File: config.mk
export PLATFORM = sky130hd
export DESIGN_NAME = qpd_queue
export DESIGN_NICKNAME = d
export VERILOG_FILES = /design/src/rtl/qpd_pkg.sv /design/src/rtl/qpd_queue.sv
export VERILOG_INCLUDE_DIRS = /design/src /design/src/rtl
export SDC_FILE = /design/constraint.sdc
export NUM_CORES = 1
export LEC_CHECK = 0
export ABC_CLOCK_PERIOD_IN_PS = 3800
export BUFFER_PORTS_ARGS = -buffer_cell sky130_fd_sc_hd__buf_2
export CAP_MARGIN = 20
export CORE_ASPECT_RATIO = 1.1
export CORE_UTILIZATION = 57
export CTS_CLUSTER_SIZE = 20
export DETAILED_ROUTE_END_ITERATION = 12
export GPL_TIMING_DRIVEN = 0
export MAX_ROUTING_LAYER = met4
export PLACE_DENSITY = 0.81
export SYNTH_ARGS = -nofsm -noshare
export SYNTH_HDL_FRONTEND = slang
export SYNTH_SLANG_ARGS = --single-unit
File: constraint.sdc
create_clock -name clk_i -period 3.8 [get_ports clk_i]
set_input_delay 0.76 -clock clk_i [delete_from_list [all_inputs] [get_ports clk_i]]
set_output_delay 0.76 -clock clk_i [all_outputs]
set_load 0.005 [all_outputs]
File: src/rtl/assert_macros.svh
// Assertion helpers shared by the detector modules.
`ifndef ASSERT_MACROS_SVH
`define ASSERT_MACROS_SVH

// Antecedent implies consequent in the same cycle, checked outside reset.
`define QPD_ASSERT_IMPL(lbl, clk, rst_n, ante, cons, msg) \
  lbl: assert property (@(posedge clk) disable iff (!rst_n) (ante) |-> (cons)) else $error(msg);

// Antecedent implies consequent in the next cycle, checked outside reset.
`define QPD_ASSERT_NEXT(lbl, clk, rst_n, ante, cons, msg) \
  lbl: assert property (@(posedge clk) disable iff (!rst_n) (ante) |=> (cons)) else $error(msg);

`endif

File: src/rtl/qpd_pkg.sv
package qpd_pkg;

  localparam int unsigned SAMPLE_W    = 16;
  localparam int unsigned MAG_W       = SAMPLE_W;
  localparam int unsigned SQ_W        = 2 * MAG_W;
  localparam int unsigned MAX_WINDOW  = 64;
  localparam int unsigned WIN_AW      = $clog2(MAX_WINDOW);
  localparam int unsigned FILL_W      = WIN_AW + 1;
  localparam int unsigned SUM_W       = 38;
  localparam int unsigned LEVEL_W     = 46;
  localparam int unsigned IDX_W       = 32;

  // A window sum enters a level scaled by 32 (5 fraction bits, one-eighth step).
  localparam int unsigned LEVEL_SHIFT = 5;
  // Threshold comparison: value scaled by 2^16 against noise*2^8 + factor*(signal-noise).
  localparam int unsigned THR_SHIFT   = 8;
  localparam int unsigned VAL_SHIFT   = 16;

  localparam int unsigned WLEN_W      = 7;
  localparam int unsigned LEN_W       = 16;
  localparam int unsigned FACTOR_W    = 12;
  localparam int unsigned CFG_IDX_W   = 3;
  localparam int unsigned CFG_DATA_W  = 16;

  localparam int unsigned PROD_W      = (LEVEL_W + 1) + (FACTOR_W + 1);
  localparam int unsigned CMP_W       = PROD_W + 1;

  localparam int unsigned QUEUE_DEPTH = 4;
  localparam int unsigned QUEUE_AW    = $clog2(QUEUE_DEPTH);
  localparam int unsigned QCNT_W      = QUEUE_AW + 1;

  localparam logic [WLEN_W-1:0]   RST_WINDOW_LEN = WLEN_W'(30);
  localparam logic [LEN_W-1:0]    RST_REFRACTORY = LEN_W'(72);
  localparam logic [LEN_W-1:0]    RST_SKIP_LEN   = LEN_W'(100);
  localparam logic [LEN_W-1:0]    RST_LEARN_LEN  = LEN_W'(500);
  localparam logic [FACTOR_W-1:0] RST_FACTOR     = FACTOR_W'(64);

  typedef enum logic [CFG_IDX_W-1:0] {
    REG_WINDOW_LEN     = 3'd0,
    REG_REFRACTORY_LEN = 3'd1,
    REG_SKIP_LEN       = 3'd2,
    REG_LEARN_LEN      = 3'd3,
    REG_THRESH_FACTOR  = 3'd4
  } cfg_reg_e;

  typedef enum logic [0:0] {
    JOB_SEED = 1'b0,
    JOB_TEST = 1'b1
  } job_kind_e;

  typedef struct packed {
    job_kind_e          kind;
    logic [IDX_W-1:0]   index;
    logic [SUM_W-1:0]   value;
  } job_t;

  typedef struct packed {
    logic [WLEN_W-1:0]   window_len;
    logic [LEN_W-1:0]    refractory_len;
    logic [LEN_W-1:0]    skip_len;
    logic [LEN_W-1:0]    learn_len;
    logic [FACTOR_W-1:0] thr_weight;
  } cfg_t;

  function automatic logic [LEVEL_W-1:0] seed_level(input logic [SUM_W-1:0] val);
    seed_level = LEVEL_W'(val) << LEVEL_SHIFT;
  endfunction

  function automatic logic [LEVEL_W-1:0] step_level(input logic [LEVEL_W-1:0] lvl,
                                                    input logic [SUM_W-1:0]   val);
    step_level = lvl - (lvl >> 3) + (LEVEL_W'(val) << LEVEL_SHIFT);
  endfunction

endpackage

File: src/rtl/qpd_queue.sv
`include "assert_macros.svh"

// Short job queue between the classifier and the level tracker.
module qpd_queue import qpd_pkg::*; (
  input  logic clk_i,
  input  logic rst_ni,
  input  logic push_i,
  input  job_t job_i,
  input  logic pop_i,
  output job_t job_o,
  output logic empty_o,
  output logic full_o
);

  job_t                entry_q [QUEUE_DEPTH];
  logic [QUEUE_AW-1:0] wr_q;
  logic [QUEUE_AW-1:0] rd_q;
  logic [QCNT_W-1:0]   cnt_q;

  assign full_o  = (cnt_q == QCNT_W'(QUEUE_DEPTH));
  assign empty_o = (cnt_q == '0);
  assign job_o   = entry_q[rd_q];

  always_ff @(posedge clk_i or negedge rst_ni) begin
    if (!rst_ni) begin
      wr_q  <= '0;
      rd_q  <= '0;
      cnt_q <= '0;
    end else begin
      if (push_i) begin
        wr_q <= wr_q + QUEUE_AW'(1);
      end
      if (pop_i) begin
        rd_q <= rd_q + QUEUE_AW'(1);
      end
      if (push_i && !pop_i) begin
        cnt_q <= cnt_q + QCNT_W'(1);
      end else if (pop_i && !push_i) begin
        cnt_q <= cnt_q - QCNT_W'(1);
      end
    end
  end

  always_ff @(posedge clk_i) begin
    if (push_i) begin
      entry_q[wr_q] <= job_i;
    end
  end

  `QPD_ASSERT_IMPL(a_no_overflow, clk_i, rst_ni, push_i, !full_o, "push into a full job queue")
  `QPD_ASSERT_IMPL(a_no_underflow, clk_i, rst_ni, pop_i, !empty_o, "pop from an empty job queue")

endmodule

==> metrics.md <==
| Metric | Value |
|---|---|
| Total nets after synthesis | between 400 and 500 |
| Nets | around 670 |
| Slew Limit Fails | 0 |
| First-pass GRT wire length | around 29 mm |
| Die W | 133 um |
| Clk_skew | 0.00578 ns |
| TritonRoute pass-1 iters | 4 |
| Final Hold Vio Count | 0 |
| Area of the multi-input gates | 1810 um^2 |
| Global-route usage over all layers | roughly a fifth |
| Drt via density | 5.62 |
| Final critical-path share of the clock period | ~73% |
| Synth Area per Inst | approximately 26 um^2 |
| Post-Synthesis Cells | 405 |
| Die H | between 100 and 150 um |
| Die area | around 19000 um^2 |
| Layout cell share with drive strength beyond 1 | between 40% and 50% |
| Setup Buffers After CTS | 0 |
| Resize count post-CTS | 0 |
| CP endpoint kind | output port |
| Pleak | between 4 and 5 nW |
| Cts-stage hold buffer count | 0 |
| Met2 routed WL | between 10 and 15 mm |
| Largest net degree at the start of global routing | 38 |
| Max FO, Critical Path | 10 |
| Tightest Pin Transition | slightly below 0.6 ns |
| Maxcap violations | 0 |
| Cell area after synthesis | approximately 11000 um^2 |
| PortBufs | about 150 |
| FF/Latch Area | slightly below 9000 um^2 |
| Most frequent cell after synthesis | edfxtp_1 |
| Area added between synthesis and finish | 18.6% |
| DR WL met3 | 1.02 mm |
| Largest cells by area after synthesis | edfxtp_1 (80%), mux4_2 (15%), dfrtp_1 (1.6%) |
| EDFF count, synth | roughly 280 |
| CTS clk-pin slew, worst paths | about 0.06 ns |
| Final worst slack | between 1 and 1.5 ns |
| # fillers | 1136 |
| DRT iter0 DRCs | approximately 320 |
| GRT overflow | 0 |
| # IOs | 148 |
| Critical path class | reg2out |
| CTS root buffer | clkbuf_16 |
| Fmax | approximately 0.36 GHz |
| Detail Placement HPWL | about 12 mm |
| RSZ-0062 raised after global routing | no |
| Routed via count | approximately 4800 |
| Crit path launch type | register |
| Yosys top cell area share | 79.6% |
| Synth cell types | 19 |
| Starting density of the core | between 50% and 60% |
| Pre-CTS setup slack | between 1.5 and 2 ns |
| ANT nets after route | 0 |
| Cell taking the most area after synthesis | edfxtp_1 |
| Residual DRC count | 0 |
| Metal-1 WL | roughly 7.2 mm |
| Clock tree sinks | just under 300 |
| Crit path required time | 3.04 ns |
| Row cnt | between 50 and 60 |
| Crit path depth | 4 |
| Worst Hold Class | in2async |
| Synth warn | 0 |
| Longest Clk Path Bufs | 3 |
| Pwr Density | ~760 nW/um^2 |
| Primary FF master, synth | edfxtp_1 |
| Final total power | 0.00970 W |
| CP arrival | approximately 2.0 ns |
| Post-synth top cells | edfxtp_1 (284), mux4_2 (70), buf_2 (8) |
| Uppermost layer routed | met4 |
| Clock Latency Late Sink | roughly 0.52 ns |
| Ys async rst share | 2.41% |
| Slew margin rel. | a little over 60% |
| Crit path cell chain | buf_6, buf_12, mux4_2, buf_2 |
| Sequential cell area fraction in the yosys report | between 80% and 90% |
| R2R depth | 4 |
| VDD IR-drop max | 0.000496 V |
| FF+latch count, synth | just under 300 |
| Routed len/inst | 22.1 um |
| Vias in the first global route | 5210 |
| Initial antenna violation count | 1 |
| Setup violations, final | 0 |
| CP max stage delay | ~0.52 ns |
| Crit path buffers/inverters | 3 |
| Outcome | completed |
| Min cycle time layout | 2.77 ns |
| Critical path's top delay family | buffers and inverters |
| Number of buffers created by CTS | 27 |
| Core Area | 18400 um^2 |
| Final WL | ~19 mm |
| H-tree depth | 1 |
| TritonCTS clock tree | built |
| Critical-path top delay cell | mux4_2 |
| GPL Wtd Cong | between 0.7 and 0.8 |
[worst paths after layout]
kind,slack (ns),startpoint,end
worst max-delay path,1.03,rd_q[0],job_o[11]
worst min-delay path,0.07,rst_ni,rd_q[0]
worst max register to register,1.92,wr_q[1],entry_q[1][61]
worst min register to register,0.51,cnt_q[2],cnt_q[2]
max in group asynchronous,3.57,rst_ni,wr_q[0]
min in group clk_i,0.45,pop_i,rd_q[0]
[kinds of logic (layout without fill, tap and decap cells)]
group / Yosys count / count (layout) / share of synthesized area (%)
AO/OA/AOI/OAI: 1 / 1 / 0.0467
multiplexers: 72 / 72 / 15.1
XOR/XNOR: 6 / 6 / 0.491
flip-flops: 291 / 291 / 81.2
other: 0 / 1 / 0
adder cells (fa/ha/maj): 6 / 6 / 0.771
AND/OR/NAND/NOR: 9 / 9 / 0.455
buffers and inverters: 20 / 220 / 1.93
[state kept, by name (all words and copies together) (netlist names)]
name / flops
entry_q: 284
cnt_q: 3
rd_q: 2
wr_q: 2
[layer usage]
metal  track usage [%]  up-vias
met5                 -        -
met3              3.24       28
li1                  -     2098
met2              35.8      157
met4              5.80        0
met1              25.0     2487
[through the flow]
stage	util (%)	std cells	hold slack [ns]	setup TNS [ns]	area, um^2
2_1_floorplan	-	405	0.456	0	10700
3_3_place_gp	63.8	795	0.475	-115.58	11800
3_5_place_dp	64.3	799	0.487	0	11800
4_1_cts	69.0	848	0.0499	0	12700
5_1_grt	69.0	849	0.0526	0	12700
6_report	69.0	849	0.0663	0	12700
[cells in the final DEF, fill, tap and decap left out]
master / synthesis / routed
mux4_1: 1 / 1
o21ai_0: 1 / 1
nand2_1: 2 / 2
fa_1: 1 / 1
diode_2: 0 / 1
and2_4: 0 / 4
clkbuf_1: 0 / 7
buf_12: 7 / 11
nor3b_1: 1 / 1
xor2_1: 4 / 4
clkbuf_8: 0 / 4
xnor2_1: 2 / 2
edfxtp_1: 284 / 284
buf_2: 8 / 155
nor2_1: 1 / 1
clkbuf_16: 0 / 27
clkinv_4: 0 / 1
mux2_2: 1 / 1
nor3_1: 1 / 1
inv_6: 0 / 1
mux4_2: 70 / 70
bufinv_16: 0 / 2
clkinv_1: 0 / 5
ha_1: 5 / 5
inv_1: 4 / 4
dfrtp_1: 7 / 7
clkinv_2: 0 / 2
buf_6: 1 / 1
[report_power, final]
part	total [W]	switching (W)	internal, W
Clock	0.00259	0.00107	0.00152
Sequential	0.00435	0.000152	0.00420
Combinational	0.00276	0.00135	0.00141
[cell type report]
class | count | area share [%]
Sequential cell | 291 | 68.5
Buffer | 16 | 1.51
Tap cell | 243 | 2.39
Timing Repair Buffer | 151 | 6.42
Antenna cell | 1 | 0.0197
Inverter | 4 | 0.118
Clock inverter | 11 | 0.837
Clock buffer | 38 | 5.96
Multi-Input combinational cell | 94 | 14.3
(Power assumes the default switching activity.)
