==> config.mk <==
export PLATFORM = sky130hd
export DESIGN_NAME = qpd_back
export DESIGN_NICKNAME = d
export VERILOG_FILES = /design/src/rtl/qpd_pkg.sv /design/src/rtl/qpd_back.sv
export VERILOG_INCLUDE_DIRS = /design/src /design/src/rtl
export SDC_FILE = /design/constraint.sdc
export NUM_CORES = 2
export LEC_CHECK = 0
export ABC_AREA = 1
export BUFFER_PORTS_ARGS = -buffer_cell sky130_fd_sc_hd__buf_2
export CAP_MARGIN = 15
export CORE_MARGIN = 1
export CORE_UTILIZATION = 40
export CTS_CLUSTER_DIAMETER = 150
export CTS_CLUSTER_SIZE = 40
export DETAILED_ROUTE_END_ITERATION = 6
export SYNTH_ARGS = -nofsm -noshare
export SYNTH_HDL_FRONTEND = slang
export SYNTH_SLANG_ARGS = --single-unit
==> constraint.sdc <==
create_clock -name clk_i -period 10.9 [get_ports clk_i]
set_input_delay 2.18 -clock clk_i [delete_from_list [all_inputs] [get_ports clk_i]]
set_output_delay 2.18 -clock clk_i [all_outputs]
set_load 0.02 [all_outputs]
==> src/rtl/assert_macros.svh <==
// Assertion helpers shared by the detector modules.
`ifndef ASSERT_MACROS_SVH
`define ASSERT_MACROS_SVH

// Antecedent implies consequent in the same cycle, checked outside reset.
`define QPD_ASSERT_IMPL(lbl, clk, rst_n, ante, cons, msg) \
  lbl: assert property (@(posedge clk) disable iff (!rst_n) (ante) |-> (cons)) else $error(msg);

// Antecedent implies consequent in the next cycle, checked outside reset.
`define QPD_ASSERT_NEXT(lbl, clk, rst_n, ante, cons, msg) \
  lbl: assert property (@(posedge clk) disable iff (!rst_n) (ante) |=> (cons)) else $error(msg);

`endif

==> src/rtl/qpd_pkg.sv <==
package qpd_pkg;

  localparam int unsigned SAMPLE_W    = 16;
  localparam int unsigned MAG_W       = SAMPLE_W;
  localparam int unsigned SQ_W        = 2 * MAG_W;
  localparam int unsigned MAX_WINDOW  = 64;
  localparam int unsigned WIN_AW      = $clog2(MAX_WINDOW);
  localparam int unsigned FILL_W      = WIN_AW + 1;
  localparam int unsigned SUM_W       = 38;
  localparam int unsigned LEVEL_W     = 46;
  localparam int unsigned IDX_W       = 32;

  // A window sum enters a level scaled by 32 (5 fraction bits, one-eighth step).
  localparam int unsigned LEVEL_SHIFT = 5;
  // Threshold comparison: value scaled by 2^16 against noise*2^8 + factor*(signal-noise).
  localparam int unsigned THR_SHIFT   = 8;
  localparam int unsigned VAL_SHIFT   = 16;

  localparam int unsigned WLEN_W      = 7;
  localparam int unsigned LEN_W       = 16;
  localparam int unsigned FACTOR_W    = 12;
  localparam int unsigned CFG_IDX_W   = 3;
  localparam int unsigned CFG_DATA_W  = 16;

  localparam int unsigned PROD_W      = (LEVEL_W + 1) + (FACTOR_W + 1);
  localparam int unsigned CMP_W       = PROD_W + 1;

  localparam int unsigned QUEUE_DEPTH = 4;
  localparam int unsigned QUEUE_AW    = $clog2(QUEUE_DEPTH);
  localparam int unsigned QCNT_W      = QUEUE_AW + 1;

  localparam logic [WLEN_W-1:0]   RST_WINDOW_LEN = WLEN_W'(30);
  localparam logic [LEN_W-1:0]    RST_REFRACTORY = LEN_W'(72);
  localparam logic [LEN_W-1:0]    RST_SKIP_LEN   = LEN_W'(100);
  localparam logic [LEN_W-1:0]    RST_LEARN_LEN  = LEN_W'(500);
  localparam logic [FACTOR_W-1:0] RST_FACTOR     = FACTOR_W'(64);

  typedef enum logic [CFG_IDX_W-1:0] {
    REG_WINDOW_LEN     = 3'd0,
    REG_REFRACTORY_LEN = 3'd1,
    REG_SKIP_LEN       = 3'd2,
    REG_LEARN_LEN      = 3'd3,
    REG_THRESH_FACTOR  = 3'd4
  } cfg_reg_e;

  typedef enum logic [0:0] {
    JOB_SEED = 1'b0,
    JOB_TEST = 1'b1
  } job_kind_e;

  typedef struct packed {
    job_kind_e          kind;
    logic [IDX_W-1:0]   index;
    logic [SUM_W-1:0]   value;
  } job_t;

  typedef struct packed {
    logic [WLEN_W-1:0]   window_len;
    logic [LEN_W-1:0]    refractory_len;
    logic [LEN_W-1:0]    skip_len;
    logic [LEN_W-1:0]    learn_len;
    logic [FACTOR_W-1:0] thr_weight;
  } cfg_t;

  function automatic logic [LEVEL_W-1:0] seed_level(input logic [SUM_W-1:0] val);
    seed_level = LEVEL_W'(val) << LEVEL_SHIFT;
  endfunction

  function automatic logic [LEVEL_W-1:0] step_level(input logic [LEVEL_W-1:0] lvl,
                                                    input logic [SUM_W-1:0]   val);
    step_level = lvl - (lvl >> 3) + (LEVEL_W'(val) << LEVEL_SHIFT);
  endfunction

endpackage

==> src/rtl/qpd_back.sv <==
`include "assert_macros.svh"

// Signal and noise level tracking. For a test job the weighted level difference is
// formed as the job is popped, and the threshold is compared in the test state.
module qpd_back import qpd_pkg::*; (
  input  logic               clk_i,
  input  logic               rst_ni,
  input  cfg_t               cfg_i,
  input  job_t               job_i,
  input  logic               q_empty_i,
  output logic               pop_o,
  output logic               out_valid_o,
  input  logic               out_stall_i,
  output logic [IDX_W-1:0]   peak_index_o,
  output logic [SUM_W-1:0]   peak_height_o
);

  typedef enum logic [1:0] {
    ST_IDLE = 2'b01,
    ST_TEST = 2'b10
  } back_state_e;

  back_state_e         state_q;
  logic [LEVEL_W-1:0]  signal_q;
  logic [LEVEL_W-1:0]  noise_q;
  logic [IDX_W-1:0]    last_peak_q;
  logic                have_peak_q;

  logic [IDX_W-1:0]         cand_q;
  logic [SUM_W-1:0]         cur_q;
  logic signed [PROD_W-1:0] prod_q;
  logic                     gap_q;

  logic                     out_valid_q;
  logic                     out_valid_d;
  logic [IDX_W-1:0]         peak_index_q;
  logic [SUM_W-1:0]         peak_height_q;

  // On pop: factor times level difference, refractory gap.
  logic signed [LEVEL_W:0]    lvl_diff;
  logic signed [FACTOR_W:0]   fac_s;
  logic signed [PROD_W-1:0]   prod;
  logic [IDX_W-1:0]           idx_gap;
  logic                       gap;

  assign lvl_diff = $signed({1'b0, signal_q}) - $signed({1'b0, noise_q});
  assign fac_s    = $signed({1'b0, cfg_i.thr_weight});
  assign prod     = lvl_diff * fac_s;
  assign idx_gap  = job_i.index - last_peak_q;
  assign gap      = !have_peak_q || (idx_gap >= IDX_W'(cfg_i.refractory_len));

  assign pop_o = (state_q == ST_IDLE) && !q_empty_i;

  // Test state: threshold comparison.
  logic signed [CMP_W-1:0] rhs;
  logic signed [CMP_W-1:0] lhs;
  logic                    in_test;
  logic                    out_free;
  logic                    done;
  logic                    is_qrs;

  assign rhs      = CMP_W'(prod_q) + CMP_W'({noise_q, THR_SHIFT'(0)});
  assign lhs      = CMP_W'({cur_q, VAL_SHIFT'(0)});
  assign in_test  = (state_q == ST_TEST);
  assign out_free = !out_valid_q || !out_stall_i;
  assign done     = in_test && out_free;
  assign is_qrs   = (lhs > rhs) && gap_q;

  // A waiting result is held while stalled; a new one may replace it in the
  // cycle that it is taken.
  assign out_valid_d = (done && is_qrs) || (out_valid_q && out_stall_i);

  always_ff @(posedge clk_i or negedge rst_ni) begin
    if (!rst_ni) begin
      state_q     <= ST_IDLE;
      signal_q    <= '0;
      noise_q     <= '0;
      last_peak_q <= '0;
      have_peak_q <= 1'b0;
      out_valid_q <= 1'b0;
    end else begin
      out_valid_q <= out_valid_d;
      case (state_q)
        ST_IDLE: begin
          if (pop_o) begin
            if (job_i.kind == JOB_SEED) begin
              signal_q <= seed_level(job_i.value);
              noise_q  <= seed_level(job_i.value);
            end else begin
              state_q <= ST_TEST;
            end
          end
        end
        ST_TEST: begin
          if (done) begin
            state_q <= ST_IDLE;
            if (is_qrs) begin
              signal_q    <= step_level(signal_q, cur_q);
              last_peak_q <= cand_q;
              have_peak_q <= 1'b1;
            end else begin
              noise_q <= step_level(noise_q, cur_q);
            end
          end
        end
        default: begin
          state_q <= ST_IDLE;
        end
      endcase
    end
  end

  always_ff @(posedge clk_i) begin
    if (pop_o) begin
      cand_q <= job_i.index;
      cur_q  <= job_i.value;
      prod_q <= prod;
      gap_q  <= gap;
    end
    if (done && is_qrs) begin
      peak_index_q  <= cand_q;
      peak_height_q <= cur_q;
    end
  end

  assign out_valid_o   = out_valid_q;
  assign peak_index_o  = peak_index_q;
  assign peak_height_o = peak_height_q;

  `QPD_ASSERT_NEXT(a_hold_test, clk_i, rst_ni, in_test && !out_free, in_test, "blocked test left")
  `QPD_ASSERT_IMPL(a_result_src, clk_i, rst_ni, $rose(out_valid_q), $past(in_test), "stray result")

endmodule
==> Flow_metrics.wiki <==
{| class="wikitable"
! Metric !! Value
|-
| Run status || completed
|-
| Synthesis-stage register bit count || 329
|-
| Post-synthesis net count || 7379
|-
| Remaining DRCs || 0
|-
| CTS buffer count || 12
|-
| Die boundary height || 348 um
|-
| Unrepaired setup endpoints after global routing || no
|-
| Synth top area share || 23.8%
|-
| # IOs || 214
|-
| Pins Over Slew Limit || 0
|-
| Period utilisation layout || 85.9%
|-
| Synthesized-area fraction occupied by xor and xnor cells || 3.35%
|-
| Number of instances in the synthesized netlist || 6264
|-
| Number of setup violations in the final report || 0
|-
| Initial antenna violation count || 1
|-
| Number of library cell types mapped by synthesis || 55
|-
| Clock insertion delay at the later pin of the skew report || 570 ps
|-
| CTS tree || yes
|-
| Layout cell share with drive strength beyond 1 || 5.71%
|-
| Aggregate routed wire length || 161 mm
|-
| CTS Hold Bufs || 0
|-
| Dominant combinational cell family by area after synthesis || adder cells
|-
| Final worst path period need || 9370 ps
|-
| Most common cell on crit path || sky130_fd_sc_hd__inv_1
|-
| Top area cells in the synthesized netlist || sky130_fd_sc_hd__fa_1 (24%), sky130_fd_sc_hd__edfxtp_1 (13%), sky130_fd_sc_hd__inv_1 (11%)
|-
| GR Util All Layers || 26.6%
|-
| Cell type contributing the most total cell area after synthesis || sky130_fd_sc_hd__fa_1
|-
| Hold Path Class || flop to flop
|-
| Area Growth Syn to Fin || 6.54%
|-
| Type of the worst setup path || flop to flop
|-
| Die Width || 348 um
|-
| Commonest cells post-synth || sky130_fd_sc_hd__inv_1 (1404), sky130_fd_sc_hd__nand2_1 (1136), sky130_fd_sc_hd__nor2_1 (677)
|-
| Mean routed wirelength per cell || 20.2 um
|-
| Accumulated negative setup slack || 0 ps
|-
| Synthesized-area fraction occupied by adder cells || 34.4%
|-
| Data arrival time of the critical path || 9680 ps
|-
| Remaining global-route overflow || 0
|-
| Ys async rst share || 38.9%
|-
| Postcts setup bufs || 0
|-
| Number of vias per cell || 5.20
|-
| Port Buffer Count || 174
|-
| Nets@finish || 7500
|-
| Multiplexer share of the synthesized area || 0%
|-
| Most common cell in the netlist || sky130_fd_sc_hd__inv_1
|-
| Number of violations of the max-capacitance limit || 0
|-
| Critical Path Max Stage Delay || 860 ps
|-
| Mapped Area || 47900 um2
|-
| Transition time at the pin with the least slew margin || 1240 ps
|-
| Core Area || 118000 um2
|-
| Crit path capture type || flop
|-
| Max stage delay cell, worst path || sky130_fd_sc_hd__xor2_1
|-
| Synthesized-area fraction occupied by and/or/nand/nor cells || 19.5%
|-
| Clock Skew || 31.8 ps
|-
| Effective utilization at floorplan || 40.4%
|-
| Clock transition time at the flip-flop clock pins of the worst setup and hold paths || 150 ps
|-
| Data required time at the worst endpoint || 11220 ps
|-
| Clock root buffer || sky130_fd_sc_hd__clkbuf_16
|-
| Peak Freq || 0.107 GHz
|-
| Most used DFF post-synth || sky130_fd_sc_hd__edfxtp_1
|-
| Via count || 41528
|-
| Post-synth EDFFs || 201
|-
| Final Hold Viols || 0
|-
| Post_cts resized || 0
|-
| FP Rows || 126
|-
| Vias in the first global route || 42130
|-
| Gpl congestion || 0.972
|-
| Fraction of the mapped netlist area in compound gates || 11.3%
|-
| Total number of H-tree levels || 1
|-
| CTS sink cnt || 329
|-
| Number of buffers on the longest clock path || 3
|-
| Mapped Avg Cell Area || 7.64 um2
|-
| Portion of the post-synthesis area used by sequential elements || 19.3%
|-
| Number of warnings reported in the yosys synthesis log || 0
|-
| Crit path launch type || flop
|-
| Initial DRC count || 3344
|-
| DRT Pass-1 Iters || 6
|-
| Die Outline Area || 121000 um2
|-
| Remaining max-slew budget at the tightest pin || 16.5%
|-
| Maximum fanout along the worst path || 8
|-
| Largest net degree at the start of global routing || 95
|-
| Routed Antenna Nets || 0
|-
| Global-route wire length before repair || 246 mm
|-
| Detailed-placement wirelength estimate || 137 mm
|}
==> metrics by stage <==
| stage | cells | instance area (um2) | hold slack [ps] | utilization [%] | worst slack [ps] |
|---|---|---|---|---|---|
| final | 7992 | 51000 | 463 | 43.1 | 1530 |
| after global placement | 7971 | 50600 | 433 | 42.8 | 1770 |
| after CTS | 7991 | 51000 | 469 | 43.1 | 1710 |
| after detailed placement | 7971 | 50600 | 434 | 42.8 | 1770 |
| after floorplan | 6264 | 47900 | 427 | - | 863 |
| after global routing | 7992 | 51000 | 474 | 43.1 | 1100 |
==> worst paths after layout <==
path,from,endpoint,slack (ps),cells after the start
hold / removal,cand_q[1]$_DFFE_PP_,peak_index_o[1]$_DFFE_PP_,460,0
min in group asynchronous,rst_ni,last_peak_q[4]$_DFFE_PN0P_,1600,1
hold reg to reg,cand_q[1]$_DFFE_PP_,peak_index_o[1]$_DFFE_PP_,460,0
setup reg to reg,signal_q[0]$_DFFE_PN0P_,prod_q[57]$_DFFE_PP_,1530,35
max in group asynchronous,rst_ni,noise_q[38]$_DFFE_PN0P_,8010,2
setup / recovery,signal_q[0]$_DFFE_PN0P_,prod_q[57]$_DFFE_PP_,1530,35
==> per-layer routing <==
metal / part of all wire (%) / global-route usage (%) / vias to the layer above
met5: 0 / 0 / -
met4: 3.3 / 7.97 / 0
met3: 6.1 / 2.38 / 195
met2: 44 / 42.5 / 1274
met1: 46 / 38.1 / 20259
li1: - / - / 19800
==> kinds of logic (layout without fill, tap and decap cells) <==
logic type	after synthesis	in the layout
compound gates	971	971
simple gates	2276	2276
flops	329	329
fa+ha+maj	973	973
xor+xnor	182	182
other cells	0	1
buf+inv	1533	1660
==> worst max-delay path: cells and delay by family, from the launching register on <==
family	cells	cell delay (ps)
compound gates	8	1640
xor+xnor	2	1010
fa+ha+maj	8	3510
buf+inv	8	830
flops	1	370
simple gates	9	1710
==> area by class of cell <==
class	count	area (um2)
fill	12309	67400
multi-input combinational	4402	32800
sequential	329	9240
inverter	1418	5330
tap	1600	2000
timing repair buffer	222	1240
clock buffer	17	340
clock inverter	3	36.3
antenna	1	2.50
==> sequential cells by signal (all words and copies together) (netlist names) <==
| register | flops |
|---|---|
| peak_index_o | 32 |
| prod_q | 60 |
| out_valid_o | 1 |
| noise_q | 46 |
| peak_height_o | 38 |
| signal_q | 46 |
| cur_q | 38 |
| cand_q | 32 |
| last_peak_q | 32 |
| gap_q | 1 |
| state_q | 2 |
| have_peak_q | 1 |
==> placed cells by master, fill, tap and decap left out, types with 10 or more instances in the layout <==
cell type,count
sky130_fd_sc_hd__a31oi_1,93
sky130_fd_sc_hd__ha_1,404
sky130_fd_sc_hd__edfxtp_1,201
sky130_fd_sc_hd__or2_2,80
sky130_fd_sc_hd__nand3_1,262
sky130_fd_sc_hd__nor2_1,674
sky130_fd_sc_hd__o21bai_1,17
sky130_fd_sc_hd__nor4_1,16
sky130_fd_sc_hd__and3_1,10
sky130_fd_sc_hd__o21ai_0,315
sky130_fd_sc_hd__nand4_1,33
sky130_fd_sc_hd__inv_1,1402
sky130_fd_sc_hd__a21o_1,23
sky130_fd_sc_hd__buf_2,173
sky130_fd_sc_hd__xor2_1,92
sky130_fd_sc_hd__inv_2,12
sky130_fd_sc_hd__dfrtp_1,127
sky130_fd_sc_hd__a21boi_0,11
sky130_fd_sc_hd__clkbuf_16,13
sky130_fd_sc_hd__o21ai_1,14
sky130_fd_sc_hd__fa_1,569
sky130_fd_sc_hd__o211ai_1,14
sky130_fd_sc_hd__a21oi_1,401
sky130_fd_sc_hd__o21a_1,35
sky130_fd_sc_hd__nand2_1,1136
sky130_fd_sc_hd__nor3_1,42
sky130_fd_sc_hd__buf_4,48
sky130_fd_sc_hd__xnor2_1,89
Power is not shown: default switching activity piles up to over one toggle a cycle in this logic, so the estimate is an artifact.
