[src/rtl/assert_macros.svh]
// Assertion helpers shared by the detector modules.
`ifndef ASSERT_MACROS_SVH
`define ASSERT_MACROS_SVH

// Antecedent implies consequent in the same cycle, checked outside reset.
`define QPD_ASSERT_IMPL(lbl, clk, rst_n, ante, cons, msg) \
  lbl: assert property (@(posedge clk) disable iff (!rst_n) (ante) |-> (cons)) else $error(msg);

// Antecedent implies consequent in the next cycle, checked outside reset.
`define QPD_ASSERT_NEXT(lbl, clk, rst_n, ante, cons, msg) \
  lbl: assert property (@(posedge clk) disable iff (!rst_n) (ante) |=> (cons)) else $error(msg);

`endif

[src/rtl/qpd_pkg.sv]
package qpd_pkg;

  localparam int unsigned SAMPLE_W    = 16;
  localparam int unsigned MAG_W       = SAMPLE_W;
  localparam int unsigned SQ_W        = 2 * MAG_W;
  localparam int unsigned MAX_WINDOW  = 64;
  localparam int unsigned WIN_AW      = $clog2(MAX_WINDOW);
  localparam int unsigned FILL_W      = WIN_AW + 1;
  localparam int unsigned SUM_W       = 38;
  localparam int unsigned LEVEL_W     = 46;
  localparam int unsigned IDX_W       = 32;

  // A window sum enters a level scaled by 32 (5 fraction bits, one-eighth step).
  localparam int unsigned LEVEL_SHIFT = 5;
  // Threshold comparison: value scaled by 2^16 against noise*2^8 + factor*(signal-noise).
  localparam int unsigned THR_SHIFT   = 8;
  localparam int unsigned VAL_SHIFT   = 16;

  localparam int unsigned WLEN_W      = 7;
  localparam int unsigned LEN_W       = 16;
  localparam int unsigned FACTOR_W    = 12;
  localparam int unsigned CFG_IDX_W   = 3;
  localparam int unsigned CFG_DATA_W  = 16;

  localparam int unsigned PROD_W      = (LEVEL_W + 1) + (FACTOR_W + 1);
  localparam int unsigned CMP_W       = PROD_W + 1;

  localparam int unsigned QUEUE_DEPTH = 4;
  localparam int unsigned QUEUE_AW    = $clog2(QUEUE_DEPTH);
  localparam int unsigned QCNT_W      = QUEUE_AW + 1;

  localparam logic [WLEN_W-1:0]   RST_WINDOW_LEN = WLEN_W'(30);
  localparam logic [LEN_W-1:0]    RST_REFRACTORY = LEN_W'(72);
  localparam logic [LEN_W-1:0]    RST_SKIP_LEN   = LEN_W'(100);
  localparam logic [LEN_W-1:0]    RST_LEARN_LEN  = LEN_W'(500);
  localparam logic [FACTOR_W-1:0] RST_FACTOR     = FACTOR_W'(64);

  typedef enum logic [CFG_IDX_W-1:0] {
    REG_WINDOW_LEN     = 3'd0,
    REG_REFRACTORY_LEN = 3'd1,
    REG_SKIP_LEN       = 3'd2,
    REG_LEARN_LEN      = 3'd3,
    REG_THRESH_FACTOR  = 3'd4
  } cfg_reg_e;

  typedef enum logic [0:0] {
    JOB_SEED = 1'b0,
    JOB_TEST = 1'b1
  } job_kind_e;

  typedef struct packed {
    job_kind_e          kind;
    logic [IDX_W-1:0]   index;
    logic [SUM_W-1:0]   value;
  } job_t;

  typedef struct packed {
    logic [WLEN_W-1:0]   window_len;
    logic [LEN_W-1:0]    refractory_len;
    logic [LEN_W-1:0]    skip_len;
    logic [LEN_W-1:0]    learn_len;
    logic [FACTOR_W-1:0] thr_weight;
  } cfg_t;

  function automatic logic [LEVEL_W-1:0] seed_level(input logic [SUM_W-1:0] val);
    seed_level = LEVEL_W'(val) << LEVEL_SHIFT;
  endfunction

  function automatic logic [LEVEL_W-1:0] step_level(input logic [LEVEL_W-1:0] lvl,
                                                    input logic [SUM_W-1:0]   val);
    step_level = lvl - (lvl >> 3) + (LEVEL_W'(val) << LEVEL_SHIFT);
  endfunction

endpackage

[src/rtl/qpd_front.sv]
`include "assert_macros.svh"

// Sample conditioning and peak classification. A five-stage pipeline that
// advances as a whole whenever the job queue has room.
module qpd_front import qpd_pkg::*; (
  input  logic                       clk_i,
  input  logic                       rst_ni,
  input  cfg_t                       cfg_i,
  input  logic                       in_valid_i,
  output logic                       in_stall_o,
  input  logic signed [SAMPLE_W-1:0] sample_i,
  input  logic                       q_full_i,
  output logic                       push_o,
  output job_t                       job_o
);

  logic en;
  logic accept;

  assign en         = !q_full_i;
  assign in_stall_o = q_full_i;
  assign accept     = in_valid_i && en;

  // Stage 0: difference magnitude against the previous sample.
  logic                have_prev_q;
  logic [SAMPLE_W-1:0] prev_q;
  logic [SAMPLE_W:0]   diff;
  logic [MAG_W-1:0]    mag;

  assign diff = {sample_i[SAMPLE_W-1], sample_i} - {prev_q[SAMPLE_W-1], prev_q};
  assign mag  = diff[SAMPLE_W] ? MAG_W'(~diff + 1'b1) : MAG_W'(diff);

  logic             p1_valid_q;
  logic [MAG_W-1:0] p1_mag_q;

  // Stage 1: square.
  logic            p2_valid_q;
  logic [SQ_W-1:0] p2_sq_q;

  // Stage 2: running total of squares and window base lookup.
  logic [SUM_W-1:0]  cum_q;
  logic [SUM_W-1:0]  cum_d;
  logic [WIN_AW-1:0] wr_ptr_q;
  logic [WIN_AW-1:0] rd_addr;
  logic [FILL_W-1:0] fill_q;
  logic [WLEN_W-1:0] wl;
  logic [WLEN_W-1:0] wl_m1;
  logic [SUM_W-1:0]  cum_mem [MAX_WINDOW];

  always_comb begin
    if (cfg_i.window_len == '0) begin
      wl = WLEN_W'(1);
    end else if (cfg_i.window_len > WLEN_W'(MAX_WINDOW)) begin
      wl = WLEN_W'(MAX_WINDOW);
    end else begin
      wl = cfg_i.window_len;
    end
  end

  assign wl_m1   = wl - WLEN_W'(1);
  assign cum_d   = cum_q + SUM_W'(p2_sq_q);
  assign rd_addr = wr_ptr_q - wl[WIN_AW-1:0];

  logic             p3_valid_q;
  logic [SUM_W-1:0] p3_cum_q;
  logic             p3_base_zero_q;
  logic             p3_filled_q;
  logic [SUM_W-1:0] rdata_q;

  // Stage 3: window sum.
  logic [SUM_W-1:0] val3;

  assign val3 = !p3_filled_q    ? '0 :
                p3_base_zero_q  ? p3_cum_q :
                                  p3_cum_q - rdata_q;

  logic             p4_valid_q;
  logic [SUM_W-1:0] p4_val_q;

  // Stage 4: learning, seeding and local maximum test.
  logic [IDX_W-1:0] avg_count_q;
  logic [SUM_W-1:0] before_q;
  logic [SUM_W-1:0] middle_q;
  logic [SUM_W-1:0] lmax_q;
  logic             seeded_q;

  logic [LEN_W-1:0] learn_eff;
  logic [LEN_W:0]   seed_at;
  logic             in_learn;
  logic             seed_now;
  logic             is_test;
  logic [SUM_W-1:0] lmax_next;
  logic             s4_go;

  assign learn_eff = (cfg_i.learn_len == '0) ? LEN_W'(1) : cfg_i.learn_len;
  assign seed_at   = {1'b0, cfg_i.skip_len} + {1'b0, learn_eff} - (LEN_W + 1)'(1);
  assign in_learn  = !seeded_q && (avg_count_q >= IDX_W'(cfg_i.skip_len));
  assign lmax_next = (p4_val_q > lmax_q) ? p4_val_q : lmax_q;
  assign seed_now  = in_learn && (avg_count_q >= IDX_W'(seed_at));
  assign is_test   = seeded_q && (middle_q > before_q) && (middle_q > p4_val_q);
  assign s4_go     = en && p4_valid_q;

  assign push_o = s4_go && (seed_now || is_test);

  always_comb begin
    if (seed_now) begin
      job_o.kind  = JOB_SEED;
      job_o.index = '0;
      job_o.value = lmax_next;
    end else begin
      job_o.kind  = JOB_TEST;
      job_o.index = avg_count_q - IDX_W'(1);
      job_o.value = middle_q;
    end
  end

  // Control state.
  always_ff @(posedge clk_i or negedge rst_ni) begin
    if (!rst_ni) begin
      have_prev_q <= 1'b0;
      p1_valid_q  <= 1'b0;
      p2_valid_q  <= 1'b0;
      p3_valid_q  <= 1'b0;
      p4_valid_q  <= 1'b0;
      cum_q       <= '0;
      wr_ptr_q    <= '0;
      fill_q      <= '0;
      avg_count_q <= '0;
      before_q    <= '0;
      middle_q    <= '0;
      lmax_q      <= '0;
      seeded_q    <= 1'b0;
    end else if (en) begin
      if (in_valid_i) begin
        have_prev_q <= 1'b1;
      end
      p1_valid_q <= accept && have_prev_q;
      p2_valid_q <= p1_valid_q;
      p3_valid_q <= p2_valid_q;
      p4_valid_q <= p3_valid_q;
      if (p2_valid_q) begin
        cum_q    <= cum_d;
        wr_ptr_q <= wr_ptr_q + WIN_AW'(1);
        if (fill_q != FILL_W'(MAX_WINDOW)) begin
          fill_q <= fill_q + FILL_W'(1);
        end
      end
      if (p4_valid_q) begin
        if (in_learn) begin
          lmax_q <= lmax_next;
        end
        if (seed_now) begin
          seeded_q <= 1'b1;
        end
        before_q    <= middle_q;
        middle_q    <= p4_val_q;
        avg_count_q <= avg_count_q + IDX_W'(1);
      end
    end
  end

  // Payload.
  always_ff @(posedge clk_i) begin
    if (accept) begin
      prev_q <= sample_i;
    end
    if (en) begin
      p1_mag_q       <= mag;
      p2_sq_q        <= SQ_W'(p1_mag_q * p1_mag_q);
      p3_cum_q       <= cum_d;
      p3_base_zero_q <= (fill_q == FILL_W'(wl_m1));
      p3_filled_q    <= (fill_q >= FILL_W'(wl_m1));
      p4_val_q       <= val3;
    end
  end

  // Running totals of the last MAX_WINDOW squares; read before write.
  always_ff @(posedge clk_i) begin
    if (en && p2_valid_q) begin
      cum_mem[wr_ptr_q] <= cum_d;
      rdata_q           <= cum_mem[rd_addr];
    end
  end

  `QPD_ASSERT_NEXT(a_seed_once, clk_i, rst_ni, seeded_q, seeded_q, "levels seeded twice")

endmodule

[config.mk]
export PLATFORM = sky130hd
export DESIGN_NAME = qpd_front
export DESIGN_NICKNAME = d
export VERILOG_FILES = /design/src/rtl/qpd_pkg.sv /design/src/rtl/qpd_front.sv
export VERILOG_INCLUDE_DIRS = /design/src /design/src/rtl
export SDC_FILE = /design/constraint.sdc
export NUM_CORES = 2
export LEC_CHECK = 0
export BUFFER_PORTS_ARGS = -buffer_cell sky130_fd_sc_hd__buf_2
export CORE_MARGIN = 1.5
export CORE_UTILIZATION = 57
export CTS_CLUSTER_DIAMETER = 200
export DETAILED_ROUTE_END_ITERATION = 6
export GPL_TIMING_DRIVEN = 0
export PLACE_DENSITY = 0.75
export SLEW_MARGIN = 20
export SYNTH_ARGS = -nofsm -noshare
export SYNTH_HDL_FRONTEND = slang
export SYNTH_SLANG_ARGS = --single-unit
[constraint.sdc]
create_clock -name clk_i -period 6.13 [get_ports clk_i]
set_input_delay 0.613 -clock clk_i [delete_from_list [all_inputs] [get_ports clk_i]]
set_output_delay 0.613 -clock clk_i [all_outputs]
set_load 0.02 [all_outputs]
==> out/metrics.cfg <==
[cts]
worstSkewPairLatency_ns=0.98
cts_buffer_count=294
cts.reportedPaths.clkPinSlew_ns=0.06
clock_tree_from_tritoncts=built
clock_tree.htree_level_count=5
cts_num_sinks=2814
ctsRootBufferMaster=sky130_fd_sc_hd__clkbuf_16
cts-root-to-sink-buffers=4

[finish]
layout-area-overhead-vs-synth_pct=17.40
layout.cells.most_common=sky130_fd_sc_hd__edfxtp_1
layout-drive-gt1-share_pct=25.94
finalNetCount=8576
most_frequent_cells_in_the_layout=sky130_fd_sc_hd__edfxtp_1, sky130_fd_sc_hd__mux4_2, sky130_fd_sc_hd__inv_1, sky130_fd_sc_hd__ha_1, sky130_fd_sc_hd__nand2_1

[detailed_routing]
drt_iter0_drc=10500
dr_total_vias=73600
ant_nets=0
drc=2
wire_per_inst_um=33.27
drt_wl_total_um=366000
firstDrtPassIters=7
drt-vias-per-instance=6.692

[die]
floorplan.initialDensity_pct=57.56
design.portCount=160
floorplan.rows=171
placeableCoreArea_um2=217800
die_x_um=472.0
floorplan.die_area_um2=222800
die_h_um=472.0

[sta]
worst_slew_margin_relative_to_its_limit_pct=8.850
final.setup.worst_slack_ns=-0.2237
finalSetupViolations=27
timing_max_transition_violations_final=0
tightestPinTransition_ns=1.359
timing.final.crit_share_pct=103.6
setup_repair_after_global_routing_missed_its_margin=yes
maxClockFrequency_mhz=157.4
maximum_clock_skew_at_final_layout_ns=0.08483
post-route-min-period_ns=6.354
final_hold_viol_count=0

[setup_path]
setup.worst_path.end_class=register
worst-setup-path-type=reg2reg
arrival_ns=6.98
reg2reg_setup_slack_ns=-0.22
start_kind=register
path_max_fanout=4
critical_path_required_time_ns=6.75

[global_routing]
globalRouteTotalUtil_pct=32.96
grt_antenna_before_repair=29
m1_gr_usage_pct=41.61
grt-busiest-layer=met2
gr-usage-met2_pct=53.39
pin_count_of_the_biggest_net_entering_global_routing=99
globalRoute.totalOverflow=0
grt_pass1_wl_um=525600
grt.met3_usage_pct=7.759
grt_pass1_vias=75020

[synthesis]
async_flop_share_pct=7.214
postSynthNetCount=7784
yosys_warnings=0
ys_ff_latch=2814
yosys.area.top_type_share_pct=62.54
synth_edf_count=2611
post-synth-top-area-cell=sky130_fd_sc_hd__edfxtp_1
yosys_most_used_dff=sky130_fd_sc_hd__edfxtp_1
synth.avg_cell_area_um2=17.54
synth_cell_types=95
post_synth_instance_area_um2=125400
synthCells=7146
synth.area.top_cells=sky130_fd_sc_hd__edfxtp_1, sky130_fd_sc_hd__mux4_2, sky130_fd_sc_hd__dfrtp_1
seq_area_frac_synth_pct=66.60

[outcome]
violations=design-rule violations, negative setup slack
status=complete, but fails checks

[placed_design]
gp_routability_congestion=0.8865
place_worst_setup_slack_ns=-1.623
place.port_buffers=130
hpwl_um=231100

[hold_path]
worst_hold_path_type=in2reg

[flow_run]
max-cap-violations=0

==> metal layers <==
metal / vias up / wire length [µm]
li1: 29530 / -
met1: 37380 / 123300
met2: 5466 / 176000
met3: 1206 / 42900
met4: 22 / 23560
met5: - / 136
==> worst paths after layout <==
check,start,cells after the start,to
setup / recovery,p1_mag_q[9],25,p2_sq_q[26]
hold / removal,q_full_i,3,p3_valid_q
setup reg to reg,p1_mag_q[9],25,p2_sq_q[26]
hold reg to reg,cum_q[12],2,cum_q[12]
max in group asynchronous,rst_ni,3,lmax_q[30]
min in group asynchronous,rst_ni,2,avg_count_q[3]
==> critical path, cell delays in order (launching register included) <==
cell	delay, ns
sky130_fd_sc_hd__edfxtp_1	0.51
sky130_fd_sc_hd__buf_8	0.20
sky130_fd_sc_hd__nand2_4	0.05
sky130_fd_sc_hd__inv_2	0.03
sky130_fd_sc_hd__fa_1	0.51
sky130_fd_sc_hd__inv_2	0.05
sky130_fd_sc_hd__fa_1	0.53
sky130_fd_sc_hd__inv_2	0.05
sky130_fd_sc_hd__fa_1	0.48
sky130_fd_sc_hd__inv_1	0.05
sky130_fd_sc_hd__fa_1	0.48
sky130_fd_sc_hd__inv_1	0.05
sky130_fd_sc_hd__fa_1	0.47
sky130_fd_sc_hd__inv_1	0.05
sky130_fd_sc_hd__fa_1	0.49
sky130_fd_sc_hd__inv_2	0.05
sky130_fd_sc_hd__ha_4	0.23
sky130_fd_sc_hd__a21o_1	0.15
sky130_fd_sc_hd__a21o_1	0.19
sky130_fd_sc_hd__a21oi_2	0.17
sky130_fd_sc_hd__o21a_1	0.18
sky130_fd_sc_hd__o311ai_4	0.13
sky130_fd_sc_hd__and2_4	0.18
sky130_fd_sc_hd__a311oi_4	0.41
sky130_fd_sc_hd__mux2i_1	0.24
sky130_fd_sc_hd__o2111ai_1	0.14
==> flip-flops by register name, indices dropped and copies added, names as in the netlist, 16 cells and up <==
signal / flops
avg_count_q: 32
before_q: 38
cum_mem: 2432
cum_q: 38
lmax_q: 38
middle_q: 38
p1_mag_q: 16
p2_sq_q: 31
p3_cum_q: 38
p4_val_q: 38
prev_q: 16
rdata_q: 38
==> repair_timing <==
action,4_1_cts,5_1_grt
pin swaps,51,74
setup endpoints to repair,98,92
gates resized for setup,182,294
setup buffers,46,36
hold buffers,17,0
cloned,1,6
hold endpoints to repair,187,0
==> cell type report <==
type	count	area, µm²
sequential	2814	83490
fill	13150	70640
multi-input combinational	3479	40590
clock buffer	363	7896
timing repair buffer	501	6840
tap	2854	3571
inverter	520	1961
buffer	328	1674
clock inverter	132	1134
antenna	7	17.52
==> synthesized netlist by cell type, drive strengths merged (95+ instances only) <==
library cell / count
a21o: 117
a21oi: 188
buf: 127
clkbuf: 206
dfrtp: 203
edfxtp: 2611
fa: 166
ha: 385
inv: 520
mux4: 760
nand2: 383
nand3: 95
nor2: 220
o21ai: 171
xnor2: 148
==> logic make-up after synthesis <==
logic type | synth area share (%)
multiplexers | 14.44
buffers and inverters | 2.681
AO/OA/AOI/OAI | 3.932
adder cells (fa/ha/maj) | 6.494
AND/OR/NAND/NOR | 4.344
flip-flops | 66.60
XOR/XNOR | 1.509
==> metrics by stage <==
stage | cells | setup TNS, ns | utilization (%) | hold slack [ns] | cell area (µm²)
after CTS | 10950 | -0.5546 | 66.85 | 0.005137 | 145600
after detailed placement | 10390 | -115.89 | 62.13 | 0.4672 | 135300
after global routing | 10990 | -6.270 | 67.56 | 0.07087 | 147200
after floorplan | 7146 | -0.3320 | - | 0.3174 | 125400
after global placement | 10130 | -9524.86 | 59.52 | 0.4545 | 129600
final | 11000 | -2.771 | 67.57 | 0.06787 | 147200
Power is not shown: default switching activity piles up to over one toggle a cycle in this logic, so the estimate is an artifact.
